`src/design/assert_macros.svh`:
```
// assertion helpers used by the rtl
`ifndef ASSERT_MACROS_SVH
`define ASSERT_MACROS_SVH

// property checked on every rising clock edge outside reset
`define SCT_ASSERT(lbl, clk, rstn, prop, msg) \
  lbl: assert property (@(posedge clk) disable iff (!rstn) (prop)) else $error(msg);

`endif

```
`src/design/sct_pkg.sv`:
```
package sct_pkg;

  localparam int unsigned NumKw = 16;
  localparam int unsigned QueueDepth = 4;

  localparam logic [5:0] TEof     = 6'd0;
  localparam logic [5:0] TId      = 6'd1;
  localparam logic [5:0] TKwBase  = 6'd2;
  localparam logic [5:0] TInt     = 6'd18;
  localparam logic [5:0] TFloat   = 6'd19;
  localparam logic [5:0] TStr     = 6'd20;
  localparam logic [5:0] TComment = 6'd21;
  localparam logic [5:0] TGt      = 6'd37;
  localparam logic [5:0] TDiv     = 6'd34;
  localparam logic [5:0] TEq      = 6'd38;
  localparam logic [5:0] TEqEq    = 6'd39;
  localparam logic [5:0] TNe      = 6'd40;

  typedef struct packed {
    logic [5:0] tok_kind;
    logic [7:0] text_byte;
    logic       has_byte;
    logic       token_end;
    logic       lex_error;
    logic       step_last;
  } result_t;

  function automatic logic [3:0] kw_len(input logic [3:0] k);
    case (k)
      4'd0: return 4'd8;  4'd1: return 4'd6;  4'd2: return 4'd6;  4'd3: return 4'd4;
      4'd4: return 4'd4;  4'd5: return 4'd9;  4'd6: return 4'd3;  4'd7: return 4'd3;
      4'd8: return 4'd3;  4'd9: return 4'd2;  4'd10: return 4'd4; 4'd11: return 4'd5;
      4'd12: return 4'd3; 4'd13: return 4'd5; 4'd14: return 4'd6;
      default: return 4'd3;
    endcase
  endfunction

  // keyword text, padded with zero bytes
  function automatic logic [7:0] kw_char(input logic [3:0] k, input logic [3:0] i);
    logic [71:0] s;
    logic [3:0]  j;
    case (k)
      4'd0:  s = "function";
      4'd1:  s = "number";
      4'd2:  s = "string";
      4'd3:  s = "void";
      4'd4:  s = "null";
      4'd5:  s = "undefined";
      4'd6:  s = "i32";
      4'd7:  s = "let";
      4'd8:  s = "var";
      4'd9:  s = "if";
      4'd10: s = "else";
      4'd11: s = "class";
      4'd12: s = "new";
      4'd13: s = "while";
      4'd14: s = "return";
      default: s = "for";
    endcase
    j = kw_len(k) - 4'd1 - i;
    if (i >= kw_len(k)) return 8'd0;
    return s[{j, 3'b000} +: 8];
  endfunction

  // single-byte punctuation, 0 when not one
  function automatic logic [5:0] punct_type(input logic [7:0] c);
    case (c)
      "(": return 6'd22; ")": return 6'd23; ":": return 6'd24; ",": return 6'd25;
      ".": return 6'd26; "[": return 6'd27; "]": return 6'd28; "{": return 6'd29;
      "}": return 6'd30; ";": return 6'd31; "+": return 6'd32; "-": return 6'd33;
      "*": return 6'd35; "<": return 6'd36; ">": return 6'd37;
      default: return 6'd0;
    endcase
  endfunction

endpackage

```
`src/design/sct_stream_if.sv`:
```
interface sct_stream_if #(parameter type payload_t = logic [7:0]);
  logic     valid;
  logic     ready;
  payload_t data;
  modport source (output valid, output data, input ready);
  modport sink (input valid, input data, output ready);
endinterface

```
`src/design/source_code_tokenizer_core.sv`:
```
// Streaming source tokenizer. Takes one source byte per cycle and returns token text bytes
// and token-end items; a byte that yields two results (closing "==", "!=", a held-back "*",
// a token end followed by a new token's first byte, an error or the end-of-text item, or an
// error before the end-of-text item) is queued as a pair and drains one result per cycle
// while the sink is ready. Throughput is one byte per cycle, set by the lexer state update;
// input stalls only when the four-entry result queue lacks room for a pair.
module source_code_tokenizer_core import sct_pkg::*; #(
  parameter int unsigned Depth = QueueDepth
) (
  input logic clk_i,
  input logic rst_ni,
  sct_stream_if.sink   in_if,
  sct_stream_if.source out_if
);
  logic       push, space;
  result_t    r0, r1, res;
  logic [1:0] rc;

  sct_front u_front (
    .clk_i, .rst_ni,
    .in_valid_i(in_if.valid), .in_ready_o(in_if.ready), .ch_i(in_if.data),
    .push_o(push), .res0_o(r0), .res1_o(r1), .res_cnt_o(rc), .space_i(space)
  );

  sct_back #(.Depth(Depth)) u_back (
    .clk_i, .rst_ni,
    .push_i(push), .res0_i(r0), .res1_i(r1), .res_cnt_i(rc), .space_o(space),
    .out_valid_o(out_if.valid), .out_ready_i(out_if.ready), .out_o(res)
  );

  assign out_if.data = res;

endmodule

```
`src/design/sct_front.sv`:
```
// lexer state machine: one byte in, up to two results out as one push
module sct_front import sct_pkg::*; (
  input  logic       clk_i,
  input  logic       rst_ni,
  input  logic       in_valid_i,
  output logic       in_ready_o,
  input  logic [7:0] ch_i,
  output logic       push_o,
  output result_t    res0_o,
  output result_t    res1_o,
  output logic [1:0] res_cnt_o,
  input  logic       space_i
);
  typedef enum logic [3:0] {
    MIdle, MIdent, MInt, MFrac, MStr, MLine, MBlk, MBlkStar, MSlash, MEq, MBang, MHalt
  } mode_e;

  mode_e       mode_q, mode_d;
  logic [15:0] alive_q, alive_d;
  logic [3:0]  len_q, len_d;
  logic        take;

  assign in_ready_o = space_i;
  assign take = in_valid_i && space_i;

  function automatic result_t mk(input logic [5:0] t, input logic [7:0] b,
                                 input logic hb, input logic e, input logic er);
    result_t r;
    r.tok_kind   = t;
    r.text_byte  = hb ? b : 8'd0;
    r.has_byte   = hb;
    r.token_end  = e;
    r.lex_error  = er;
    r.step_last  = 1'b0;
    return r;
  endfunction

  logic       is_dig, is_alp, is_ws;
  logic [5:0] pt;
  logic [5:0] id_type;
  logic [15:0] kw_next;

  assign is_dig = ch_i >= "0" && ch_i <= "9";
  assign is_alp = (ch_i >= "a" && ch_i <= "z") || (ch_i >= "A" && ch_i <= "Z");
  assign is_ws  = ch_i == " " || ch_i == 8'd10 || ch_i == 8'd13;
  assign pt     = punct_type(ch_i);

  always_comb begin
    kw_next = '0;
    for (int k = 0; k < NumKw; k++) begin
      if (alive_q[k] && len_q < kw_len(4'(k)) && kw_char(4'(k), len_q) == ch_i)
        kw_next[k] = 1'b1;
    end
  end

  always_comb begin
    id_type = TId;
    for (int k = NumKw - 1; k >= 0; k--) begin
      if (alive_q[k] && len_q == kw_len(4'(k))) begin
        id_type = TKwBase + 6'(k);
      end
    end
  end

  // results from the idle rule
  result_t    ir;
  logic       ir_v;
  mode_e      ir_mode;
  logic       ir_start_id;
  logic [15:0] first_alive;

  always_comb begin
    first_alive = '0;
    for (int k = 0; k < NumKw; k++)
      if (kw_char(4'(k), 4'd0) == ch_i) first_alive[k] = 1'b1;
  end

  always_comb begin
    ir = mk(TEof, 8'd0, 1'b0, 1'b0, 1'b0);
    ir_v = 1'b0;
    ir_mode = MIdle;
    ir_start_id = 1'b0;
    if (ch_i == 8'd0) begin
      ir = mk(TEof, 8'd0, 1'b0, 1'b1, 1'b0); ir_v = 1'b1;
    end else if (is_ws) begin
      ir_v = 1'b0;
    end else if (is_dig) begin
      ir = mk(TEof, ch_i, 1'b1, 1'b0, 1'b0); ir_v = 1'b1; ir_mode = MInt;
    end else if (is_alp) begin
      ir = mk(TEof, ch_i, 1'b1, 1'b0, 1'b0); ir_v = 1'b1; ir_mode = MIdent;
      ir_start_id = 1'b1;
    end else if (ch_i == "\"") ir_mode = MStr;
    else if (ch_i == "/") ir_mode = MSlash;
    else if (ch_i == "=") ir_mode = MEq;
    else if (ch_i == "!") ir_mode = MBang;
    else if (pt != 6'd0) begin
      ir = mk(pt, ch_i, 1'b1, 1'b1, 1'b0); ir_v = 1'b1;
    end else begin
      ir = mk(TEof, 8'd0, 1'b0, 1'b0, 1'b1); ir_v = 1'b1; ir_mode = MHalt;
    end
  end

  result_t    r0, r1;
  logic [1:0] cnt;
  logic       use_idle, do_kw, do_start;

  always_comb begin
    r0 = mk(TEof, 8'd0, 1'b0, 1'b0, 1'b0);
    r1 = r0;
    cnt = 2'd0;
    use_idle = 1'b0;
    do_kw = 1'b0;
    mode_d = mode_q;
    case (mode_q)
      MIdent: begin
        if (is_alp || is_dig) begin
          do_kw = 1'b1; r0 = mk(TEof, ch_i, 1'b1, 1'b0, 1'b0); cnt = 2'd1;
        end else begin
          r0 = mk(id_type, 8'd0, 1'b0, 1'b1, 1'b0); cnt = 2'd1; use_idle = 1'b1;
        end
      end
      MInt: begin
        if (is_dig) begin
          r0 = mk(TEof, ch_i, 1'b1, 1'b0, 1'b0); cnt = 2'd1;
        end else if (ch_i == ".") begin
          r0 = mk(TEof, ch_i, 1'b1, 1'b0, 1'b0); cnt = 2'd1; mode_d = MFrac;
        end else begin
          r0 = mk(TInt, 8'd0, 1'b0, 1'b1, 1'b0); cnt = 2'd1; use_idle = 1'b1;
        end
      end
      MFrac: begin
        if (is_dig) begin
          r0 = mk(TEof, ch_i, 1'b1, 1'b0, 1'b0); cnt = 2'd1;
        end else begin
          r0 = mk(TFloat, 8'd0, 1'b0, 1'b1, 1'b0); cnt = 2'd1; use_idle = 1'b1;
        end
      end
      MStr: begin
        if (ch_i == 8'd0) begin
          r0 = mk(TEof, 8'd0, 1'b0, 1'b0, 1'b1); cnt = 2'd1; use_idle = 1'b1;
        end else if (ch_i == "\"") begin
          r0 = mk(TStr, 8'd0, 1'b0, 1'b1, 1'b0); cnt = 2'd1; mode_d = MIdle;
        end else begin
          r0 = mk(TEof, ch_i, 1'b1, 1'b0, 1'b0); cnt = 2'd1;
        end
      end
      MLine: begin
        if (ch_i == 8'd10) begin
          r0 = mk(TComment, 8'd0, 1'b0, 1'b1, 1'b0); cnt = 2'd1; mode_d = MIdle;
        end else if (ch_i == 8'd0) begin
          r0 = mk(TComment, 8'd0, 1'b0, 1'b1, 1'b0); cnt = 2'd1; use_idle = 1'b1;
        end else begin
          r0 = mk(TEof, ch_i, 1'b1, 1'b0, 1'b0); cnt = 2'd1;
        end
      end
      MBlk, MBlkStar: begin
        if (ch_i == 8'd0) begin
          r0 = mk(TEof, 8'd0, 1'b0, 1'b0, 1'b1); cnt = 2'd1; use_idle = 1'b1;
        end else if (mode_q == MBlk) begin
          if (ch_i == "*") mode_d = MBlkStar;
          else begin
            r0 = mk(TEof, ch_i, 1'b1, 1'b0, 1'b0); cnt = 2'd1;
          end
        end else if (ch_i == "/") begin
          r0 = mk(TComment, 8'd0, 1'b0, 1'b1, 1'b0); cnt = 2'd1; mode_d = MIdle;
        end else if (ch_i == "*") begin
          r0 = mk(TEof, "*", 1'b1, 1'b0, 1'b0); cnt = 2'd1;
        end else begin
          r0 = mk(TEof, "*", 1'b1, 1'b0, 1'b0);
          r1 = mk(TEof, ch_i, 1'b1, 1'b0, 1'b0); cnt = 2'd2; mode_d = MBlk;
        end
      end
      MSlash: begin
        if (ch_i == "/") mode_d = MLine;
        else if (ch_i == "*") mode_d = MBlk;
        else begin
          r0 = mk(TDiv, "/", 1'b1, 1'b1, 1'b0); cnt = 2'd1; use_idle = 1'b1;
        end
      end
      MEq: begin
        if (ch_i == "=") begin
          r0 = mk(TEof, "=", 1'b1, 1'b0, 1'b0);
          r1 = mk(TEqEq, "=", 1'b1, 1'b1, 1'b0); cnt = 2'd2; mode_d = MIdle;
        end else begin
          r0 = mk(TEq, "=", 1'b1, 1'b1, 1'b0); cnt = 2'd1; use_idle = 1'b1;
        end
      end
      MBang: begin
        if (ch_i == "=") begin
          r0 = mk(TEof, "!", 1'b1, 1'b0, 1'b0);
          r1 = mk(TNe, "=", 1'b1, 1'b1, 1'b0); cnt = 2'd2; mode_d = MIdle;
        end else begin
          r0 = mk(TEof, 8'd0, 1'b0, 1'b0, 1'b1); cnt = 2'd1;
          if (ch_i == 8'd0) use_idle = 1'b1;
          else mode_d = MHalt;
        end
      end
      MHalt: begin
        if (ch_i == 8'd0) use_idle = 1'b1;
      end
      default: begin
        use_idle = 1'b1;
      end
    endcase
    do_start = use_idle && ir_start_id;
    if (use_idle) begin
      mode_d = ir_mode;
      if (ir_v) begin
        if (cnt == 2'd0) begin
          r0 = ir; cnt = 2'd1;
        end else begin
          r1 = ir; cnt = 2'd2;
        end
      end
    end
    if (cnt == 2'd1) r0.step_last = 1'b1;
    if (cnt == 2'd2) r1.step_last = 1'b1;
  end

  always_comb begin
    alive_d = alive_q;
    len_d = len_q;
    if (do_start) begin
      alive_d = first_alive; len_d = 4'd1;
    end else if (do_kw) begin
      alive_d = kw_next;
      if (len_q != 4'd15) len_d = len_q + 4'd1;
    end
  end

  always_ff @(posedge clk_i or negedge rst_ni) begin
    if (!rst_ni) begin
      mode_q <= MIdle;
      alive_q <= '0;
      len_q <= '0;
    end else if (take) begin
      mode_q <= mode_d;
      alive_q <= alive_d;
      len_q <= len_d;
    end
  end

  assign push_o = take && cnt != 2'd0;
  assign res0_o = r0;
  assign res1_o = r1;
  assign res_cnt_o = cnt;

endmodule

```
`src/design/sct_back.sv`:
```
`include "assert_macros.svh"
// result queue: takes one or two results per push, delivers one per cycle while the sink is ready
module sct_back import sct_pkg::*; #(
  parameter int unsigned Depth = QueueDepth
) (
  input  logic       clk_i,
  input  logic       rst_ni,
  input  logic       push_i,
  input  result_t    res0_i,
  input  result_t    res1_i,
  input  logic [1:0] res_cnt_i,
  output logic       space_o,
  output logic       out_valid_o,
  input  logic       out_ready_i,
  output result_t    out_o
);
  localparam int unsigned Aw = $clog2(Depth);

  result_t            mem_q [Depth];
  logic [Aw-1:0]      wp_q, rp_q;
  logic [Aw:0]        cnt_q, cnt_d;
  logic               pop;
  logic [Aw:0]        add;

  assign pop = out_valid_o && out_ready_i;
  assign out_valid_o = cnt_q != '0;
  assign out_o = mem_q[rp_q];
  // room for two entries even with no pop this cycle
  assign space_o = cnt_q <= (Aw+1)'(Depth - 2);
  assign add = push_i ? (Aw+1)'(res_cnt_i) : '0;
  assign cnt_d = cnt_q + add - (Aw+1)'(pop);

  always_ff @(posedge clk_i) begin
    if (push_i) begin
      mem_q[wp_q] <= res0_i;
      if (res_cnt_i == 2'd2) mem_q[Aw'(wp_q + Aw'(1))] <= res1_i;
    end
  end

  always_ff @(posedge clk_i or negedge rst_ni) begin
    if (!rst_ni) begin
      wp_q <= '0;
      rp_q <= '0;
      cnt_q <= '0;
    end else begin
      wp_q <= wp_q + Aw'(add);
      if (pop) rp_q <= rp_q + Aw'(1);
      cnt_q <= cnt_d;
    end
  end

  `SCT_ASSERT(a_no_overflow, clk_i, rst_ni, cnt_q <= (Aw+1)'(Depth), "queue overflow")
  `SCT_ASSERT(a_push_room, clk_i, rst_ni, push_i |-> space_o, "push without room")
  `SCT_ASSERT(a_pair_last, clk_i, rst_ni,
              push_i && res_cnt_i == 2'd2 |-> !res0_i.step_last && res1_i.step_last,
              "pair step_last misplaced")

endmodule

```
`src/flat_wrapper.sv`:
```
// flat-port wrapper written by rule: the top's interface ports become plain ports
module source_code_tokenizer_core_flat import sct_pkg::*;
#(
  parameter int unsigned Depth = QueueDepth
)
  (clk_i, rst_ni, in_if_valid, in_if_data, in_if_ready, out_if_valid, out_if_data, out_if_ready);
  sct_stream_if #(.payload_t(logic [7:0])) in_if_i ();
  sct_stream_if #(.payload_t(result_t)) out_if_i ();
  input logic clk_i;
  input logic rst_ni;
  input wire logic [$bits(in_if_i.valid)-1:0] in_if_valid;
  input wire logic [$bits(in_if_i.data)-1:0] in_if_data;
  output wire logic [$bits(in_if_i.ready)-1:0] in_if_ready;
  output wire logic [$bits(out_if_i.valid)-1:0] out_if_valid;
  output wire logic [$bits(out_if_i.data)-1:0] out_if_data;
  input wire logic [$bits(out_if_i.ready)-1:0] out_if_ready;
  assign in_if_i.valid = in_if_valid;
  assign in_if_i.data = in_if_data;
  assign in_if_ready = in_if_i.ready;
  assign out_if_valid = out_if_i.valid;
  assign out_if_data = out_if_i.data;
  assign out_if_i.ready = out_if_ready;
  source_code_tokenizer_core #(.Depth(Depth)) u_core (.clk_i(clk_i), .rst_ni(rst_ni), .in_if(in_if_i), .out_if(out_if_i));
endmodule
```
`config.mk`:
```
export PLATFORM = sky130hd
export DESIGN_NAME = source_code_tokenizer_core_flat
export DESIGN_NICKNAME = d
export VERILOG_FILES = /design/src/design/sct_pkg.sv /design/src/design/sct_stream_if.sv /design/src/design/source_code_tokenizer_core.sv /design/src/design/sct_front.sv /design/src/design/sct_back.sv /design/src/flat_wrapper.sv
export VERILOG_INCLUDE_DIRS = /design/src /design/src/design
export SDC_FILE = /design/constraint.sdc
export NUM_CORES = 1
export LEC_CHECK = 0
export ABC_AREA = 1
export BUFFER_PORTS_ARGS = -buffer_cell sky130_fd_sc_hd__buf_4
export CORE_AREA = 4 4 134 136
export CTS_BUF_LIST = sky130_fd_sc_hd__clkbuf_8
export CTS_CLUSTER_SIZE = 28
export DETAILED_ROUTE_END_ITERATION = 10
export DIE_AREA = 0 0 138 140
export PLACE_DENSITY = 0.71
export SLEW_MARGIN = 5
export SYNTH_ARGS = -nofsm -noshare
export SYNTH_HDL_FRONTEND = slang
export SYNTH_SLANG_ARGS = --single-unit
```
`constraint.sdc`:
```
create_clock -name clk_i -period 4.4 [get_ports clk_i]
set_clock_uncertainty 0.15 [all_clocks]
set_input_delay 0.44 -clock clk_i [delete_from_list [all_inputs] [get_ports clk_i]]
set_output_delay 0.44 -clock clk_i [all_outputs]
set_load 0.1 [all_outputs]
```
# Yosys cells after proc, flatten, opt, wreduce, memory -nomap -nowiden
# Memories as Yosys holds them, arrays and structs flattened.
# Cells that the tools add are included.
[op_classes]
n_eq_ne = 81
reduce_logical = 74
order_cmp = 21
muxes = 187
shift = 16
add_sub_neg = 13
[op_table]
columns = ["op", "count"]
rows = [
  ["variable part select 72 x 8 -> 8 bit (first input constant)", 16],
  ["two-way mux 18 bit", 21],
  ["two-way mux 8 bit", 23],
  ["two-way mux 17 bit", 10],
  ["one-hot mux 18 bit (9 select lines)", 1],
  ["== test 8 x 6 -> 1 bit (second input constant)", 16],
  ["== test 8 bit", 16],
  ["two-way mux 4 bit", 28],
  ["two-way mux 6 bit", 15],
  ["one-hot mux 6 bit (15 select lines)", 1],
  ["== test 7 x 8 -> 1 bit (first input constant)", 11],
  ["two-way mux 1 bit", 67],
  ["logical AND 1 bit", 55],
  ["one-hot mux 18 bit (3 select lines)", 1],
  ["two-way mux 12 bit", 4],
  ["== test 8 x 7 -> 1 bit (second input constant)", 4],
  ["two-way mux 16 bit", 2],
  ["== test 4 x 3 -> 1 bit (second input constant)", 7],
  ["one-hot mux 4 bit (7 select lines)", 1],
  ["== test 4 bit (second input constant)", 6],
  ["inequality test 3 bit (second input constant)", 7],
  ["two-way mux 2 bit", 9],
  ["== test 4 x 2 -> 1 bit (second input constant)", 4],
  ["== test 8 x 4 -> 1 bit (second input constant)", 2],
  ["42 further kinds", 65],
]
[totals]
out_inout_bits = 20
word_cells = 399
in_bits = 12
memories = 1
ff_bits = 31
ramBits = 72
[mem_list]
columns = ["name", "words", "width", "read_ports", "rd_clocked_by_memory_dff", "wr", "line_no", "source"]
rows = [
  ["u_core.u_back.mem_q", 4, 18, 1, 0, 2, "sct_back.sv:19", "result_t mem_q [Depth];"],
]

# Logic depth before layout (Yosys ltp)
[depth]
depth_word = 24
ltp_mapped = 22
mapped_depth_nobuf = 21

# Modules after synthesis
# From an unflattened synthesis, not the netlist that was laid out.
[unflattened]
cells_unflattened = 1591
area_unflattened_um2 = 10008.3
[by_module_without_submodules]
columns = ["mod", "seq_area_each_um2", "area_per_inst_um2", "instances", "cells_per_inst"]
rows = [
  ["sct_front", 600.6, 5607.9, 1, 1060],
  ["sct_back", 2337.2, 4400.5, 1, 531],
]

# Worst setup path before layout
# Ideal clock, no wire load.
[synth_path]
kind = "register to register"
start = "register u_core.u_back.cnt_q[1]"
end = "memory u_core.u_back.mem_q[0][0] (netlist bit), enable pin"
path_stages_with_launch = 8
slack_ns = 0.228
arrival_time_ns = 3.647
period_less_slack_ns = 4.172
required_time_ns = 3.875
n_path_buf = 2
setup_time_ns = 0.375
path_cell_list = "dfrtp_1 -> a21oi_1 -> nand2_1 -> inv_1 -> buf_1 -> nand3_4 -> buf_4 -> nand2_1"
[synth_lines]
columns = ["item", "line_no", "source"]
rows = [
  ["from (decl)", "sct_back.sv:21", "logic [Aw:0] cnt_q, cnt_d;"],
  ["from (signal assigned)", "sct_back.sv:48", "cnt_q <= cnt_d;"],
  ["to (decl)", "sct_back.sv:19", ""],
]

# Final worst setup path
[layout_path]
start = "register u_core.u_front.mode_q[0]"
end = "register u_core.u_back.cnt_q[2]"
[layout_via]
elab_chain_len = 13
word_cells_on_any_way = 28
classes_between = "add/sub (2); eq/ne (11); mux (8); reduce/logical (7)"
[layout_lines]
columns = ["item", "line_no", "source"]
rows = [
  ["from (decl)", "sct_front.sv:18", "mode_e mode_q, mode_d;"],
  ["from (signal assigned)", "sct_front.sv:233", "mode_q <= MIdle;"],
  ["from (signal assigned)", "sct_front.sv:237", "mode_q <= mode_d;"],
  ["== test 4 x 3 -> 1 bit", "sct_front.sv:114, sct_front.sv:159", ""],
  ["two-way mux 2 bit", "sct_front.sv:159", "end else if (mode_q == MBlk) begin"],
  ["two-way mux 2 bit", "sct_front.sv:157", "if (ch_i == 8'd0) begin"],
  ["one-hot mux 2 bit (4 select lines)", "sct_front.sv:114", "case (mode_q)"],
  ["logical NOT 2 bit", "sct_front.sv:209", "if (cnt == 2'd0) begin"],
  ["two-way mux 2 bit", "sct_front.sv:209", ""],
  ["two-way mux 2 bit", "sct_front.sv:208", "if (ir_v) begin"],
  ["two-way mux 2 bit (*)", "sct_front.sv:206", "if (use_idle) begin"],
  ["nonzero test 2 bit", "sct_front.sv:243", "assign push_o = take && cnt != 2'd0;"],
  ["logical AND 1 bit", "sct_front.sv:243", ""],
  ["two-way mux 2 bit (*)", "sct_back.sv:30", "assign add = push_i ? (Aw+1)'(res_cnt_i) : '0;"],
  ["adder 3 x 2 -> 3 bit (*)", "sct_back.sv:31", "assign cnt_d = cnt_q + add - (Aw+1)'(pop);"],
  ["subtractor 3 x 1 -> 3 bit (*)", "sct_back.sv:31", ""],
  ["via u_core.u_back.cnt_d[2]", "sct_back.sv:21", ""],
]
# The timed path passes the listed nets; every way through them passes the cells marked *.
# A chain may end at the register's enable or synchronous reset.

==> PnR_summary.wiki <==
{| class="wikitable"
! Metric !! Value
|-
| Netlist Area Pre-Place || 9060 sq um
|-
| Max Freq || 266 MHz
|-
| Total of flip-flops plus latches after synthesis || 103
|-
| Routability cong. || around 1.0
|-
| Max Used Layer || met5
|-
| Number of DRC violations after detailed routing || 0
|-
| Buffers added on ports || 31
|-
| Setup fix buffers added after clock tree synthesis || 0
|-
| MaxCap Viol Count || 0
|-
| Wire length on met3 || 2580 um
|-
| Number of vias in the routed layout || 9,414
|-
| Post-DP Area || 9480 sq um
|-
| Wl on met1 || 12,500 um
|-
| Largest cells by area after synthesis || sky130_fd_sc_hd__edfxtp_1, sky130_fd_sc_hd__nand2_1, sky130_fd_sc_hd__dfrtp_1
|-
| Register area share after synthesis || 0.324
|-
| Synthesis-to-layout area growth || 6.74%
|-
| Detailed Route Iter0 Violations || 1,051
|-
| Avg Cell Area, Syn || ~6.7 sq um
|-
| Async set or reset register ratio after synthesis || 0.301
|-
| Final Slew Violations || 0
|-
| Total routed wirelength || 30,400 um
|-
| Drt pass-1 iters || 7
|-
| Cell type contributing the most total cell area after synthesis || sky130_fd_sc_hd__edfxtp_1
|-
| Buffer type at the clock tree root || sky130_fd_sc_hd__clkbuf_8
|-
| Global Route Usage Sum || 0.309
|-
| Data arrival, critical path || 3.90 ns
|-
| H-tree level count || 3
|-
| Net count reported at finish || around 1,400
|-
| # resized after CTS || 0
|-
| Distinct cell type count of the synthesized netlist || 51
|-
| Data required time at the worst endpoint || 4.54 ns
|-
| Worst-path fanout max || 8
|-
| Antenna violations before repair || 2
|-
| Cell area after layout || about 9700 sq um
|-
| Filler Cell Count || 1,710
|-
| Final number of hold-violating endpoints || 0
|-
| CTS tree || done
|-
| Outcome || finished clean
|-
| Number of hold buffers added after CTS || 1
|-
| Synth Warn # || 0
|-
| Worst r2r path cells || 20
|-
| Detailed placement HPWL || 23,000 um
|-
| Number of enable-type register cells in the synthesized netlist || slightly above 70
|-
| Average vias per placed instance || just under 6
|-
| Maximum vdd drop || 0.643 mV
|-
| Gate count of the mapped netlist || approximately 1,400
|-
| Met2 wire len || 14,100 um
|-
| Clock Sinks || 103
|-
| Area enclosed by the die boundary || 19,300 sq um
|-
| Die Ht || 140 um
|-
| Source-to-sink clock delay at the later pin of the worst-skew pair || 0.39 ns
|-
| Net count after synthesis || 1,396
|-
| Area of combinational cells with multiple inputs || roughly 5400 sq um
|-
| Period utilisation layout || 0.854
|-
| Worst slew margin relative to its limit || 0.395
|-
| Cell Pwr Density || between 800 and 900 nW/um^2
|-
| Cell count of the worst hold path || 3
|-
| Clock Path Buffers || 2
|-
| Worst-Margin Slew || 0.901 ns
|-
| Leakage power || 4.56 nW
|-
| Number of global-route vias before repair || 8,560
|-
| Setup-violating endpoint count in the final report || 0
|-
| Sequential cell area in the final layout || 2940 sq um
|-
| Kind of start point of the critical path || flop
|-
| Share of the synthesized area in the top cell type || 0.239
|-
| Clock transition at the registers of the reported paths || 0.12 ns
|-
| Clock period minus final worst setup slack || 3.76 ns
|-
| Largest net degree at the start of global routing || 40
|-
| Overflow after GRT || 0
|-
| Setup repair after global routing missed its margin || false
|-
| Rows || 48
|-
| Initial standard-cell utilization of the core || 0.535
|-
| Overall die width || 138 um
|-
| CTS buffer count || 9
|-
| WL/cell || 18.9 um
|-
| Placeable core area || approximately 17,000 sq um
|-
| Path type of the worst min-delay path || in -> reg
|-
| Remaining antenna violation count after routing || 0
|-
| Post-Route Setup TNS || 0 ns
|-
| Worst setup EP type || flop
|-
| Fraction of layout instances using a drive strength above 1 || 0.0893
|-
| Wire length of the first global-routing pass || 47,600 um
|-
| Ports || 32
|-
| Crit path kind || reg -> reg
|-
| Predominant post-synthesis flop cell || sky130_fd_sc_hd__edfxtp_1
|}
-- flip-flops by register name (all words and copies together) (netlist names) --
signal,count
u_core.u_back.cnt_q,3
u_core.u_back.mem_q,72
u_core.u_back.rp_q,2
u_core.u_back.wp_q,2
u_core.u_front.alive_q,16
u_core.u_front.len_q,4
u_core.u_front.mode_q,4
-- Yosys cell counts, drive strengths merged, types with 5 or more instances --
library cell	instances
o21ai	120
inv	126
nor4	5
nor2	173
nor3	21
a31oi	6
o21a	5
ha	27
clkbuf	24
o21bai	5
xor2	46
buf	25
o22ai	22
nand4	29
dfrtp	31
o211ai	6
nand3	83
a21oi	36
edfxtp	72
nand2	463
-- logic make-up after synthesis --
kind of cell | Yosys count | share of synthesized area
XOR/XNOR | 49 | 0.0474
adder cells (fa/ha/maj) | 28 | 0.0395
AND/OR/NAND/NOR | 783 | 0.374
AO/OA/AOI/OAI | 216 | 0.133
buffers and inverters | 177 | 0.0824
flip-flops | 103 | 0.324
-- area by class of cell --
cell class | instances | share of cell area
clock buffers | 9 | 0.0128
multi-input cells | 1076 | 0.556
repair buffers | 54 | 0.0422
flip-flops and latches | 103 | 0.304
clock inverters | 7 | 0.00582
inverters | 128 | 0.0502
well taps | 225 | 0.0291
diodes | 1 | 0.000259
-- stage by stage --
| step | utilization | cells | setup WS, ns | hold WS, ns | power, W |
|---|---|---|---|---|---|
| 4_1_cts | 0.571 | 1602 | 0.698 | 0.331 | 0.00789 |
| 3_3_place_gp | 0.560 | 1585 | 0.508 | 0.263 | 0.00728 |
| 2_1_floorplan | - | 1356 | 0.228 | -0.00559 | 0.00587 |
| 3_5_place_dp | 0.560 | 1585 | 0.376 | 0.264 | 0.00729 |
| 6_report | 0.571 | 1603 | 0.642 | 0.344 | 0.00796 |
| 5_1_grt | 0.571 | 1603 | 0.267 | 0.373 | 0.00853 |
-- worst paths after layout --
path                                                        startpoint                                endpoint  slack [ns]
worst min-delay path                                      out_if_ready       u_core.u_back.rp_q[0]$_DFFE_PN0P_        0.34
max in group asynchronous                                       rst_ni   u_core.u_front.alive_q[9]$_DFFE_PN0P_        3.43
worst min register to register  u_core.u_front.alive_q[13]$_DFFE_PN0P_  u_core.u_front.alive_q[13]$_DFFE_PN0P_        0.37
worst max register to register    u_core.u_front.mode_q[0]$_DFFE_PN0P_        u_core.u_back.cnt_q[2]$_DFF_PN0_        0.64
worst max-delay path              u_core.u_front.mode_q[0]$_DFFE_PN0P_        u_core.u_back.cnt_q[2]$_DFF_PN0_        0.64
min in group asynchronous                                       rst_ni    u_core.u_front.mode_q[2]$_DFFE_PN0P_        0.37
-- routing by layer --
layer | vias up | track usage
li1 | 4502 | -
met1 | 4295 | 0.416
met2 | 525 | 0.503
met3 | 90 | 0.0447
met4 | 2 | 0.127
met5 | - | 0
-- critical path, stage by stage (launching register included) --
cell and delay, ns:
sky130_fd_sc_hd__dfrtp_1 0.43, sky130_fd_sc_hd__inv_1 0.12, sky130_fd_sc_hd__nor2_1 0.17, sky130_fd_sc_hd__inv_1 0.08, sky130_fd_sc_hd__nor2_1 0.32, sky130_fd_sc_hd__inv_1 0.13
sky130_fd_sc_hd__nor2_1 0.11, sky130_fd_sc_hd__inv_1 0.06, sky130_fd_sc_hd__nand2_1 0.06, sky130_fd_sc_hd__inv_1 0.11, sky130_fd_sc_hd__nand4_2 0.29, sky130_fd_sc_hd__nand2_1 0.14
sky130_fd_sc_hd__nand3_1 0.10, sky130_fd_sc_hd__nand2_1 0.14, sky130_fd_sc_hd__nor2_1 0.18, sky130_fd_sc_hd__inv_1 0.06, sky130_fd_sc_hd__ha_1 0.27, sky130_fd_sc_hd__inv_1 0.04
sky130_fd_sc_hd__ha_1 0.18, sky130_fd_sc_hd__fa_1 0.38, sky130_fd_sc_hd__xnor2_1 0.14
-- power breakdown --
part | switching [W] | total (W) | leakage [nW] | internal, W
clock | 0.000387 | 0.000601 | 0.0974 | 0.000214
combinational | 0.00426 | 0.00579 | 3.39 | 0.00153
sequential | 0.000106 | 0.00157 | 1.07 | 0.00146
-- cell usage in the layout, fill, tap and decap left out, drive strengths merged, types with 6 or more instances in the layout --
cell and instances:
ha 27, o21ai 120, nor3 21, dfrtp 31, nand4 29, o211ai 6
o22ai 22, a31oi 6, nand2 463, inv 130, xor2 46, buf 53
edfxtp 72, nand3 83, clkbuf 9, a21oi 36, nor2 173
Power figures use the tool's default switching activity.
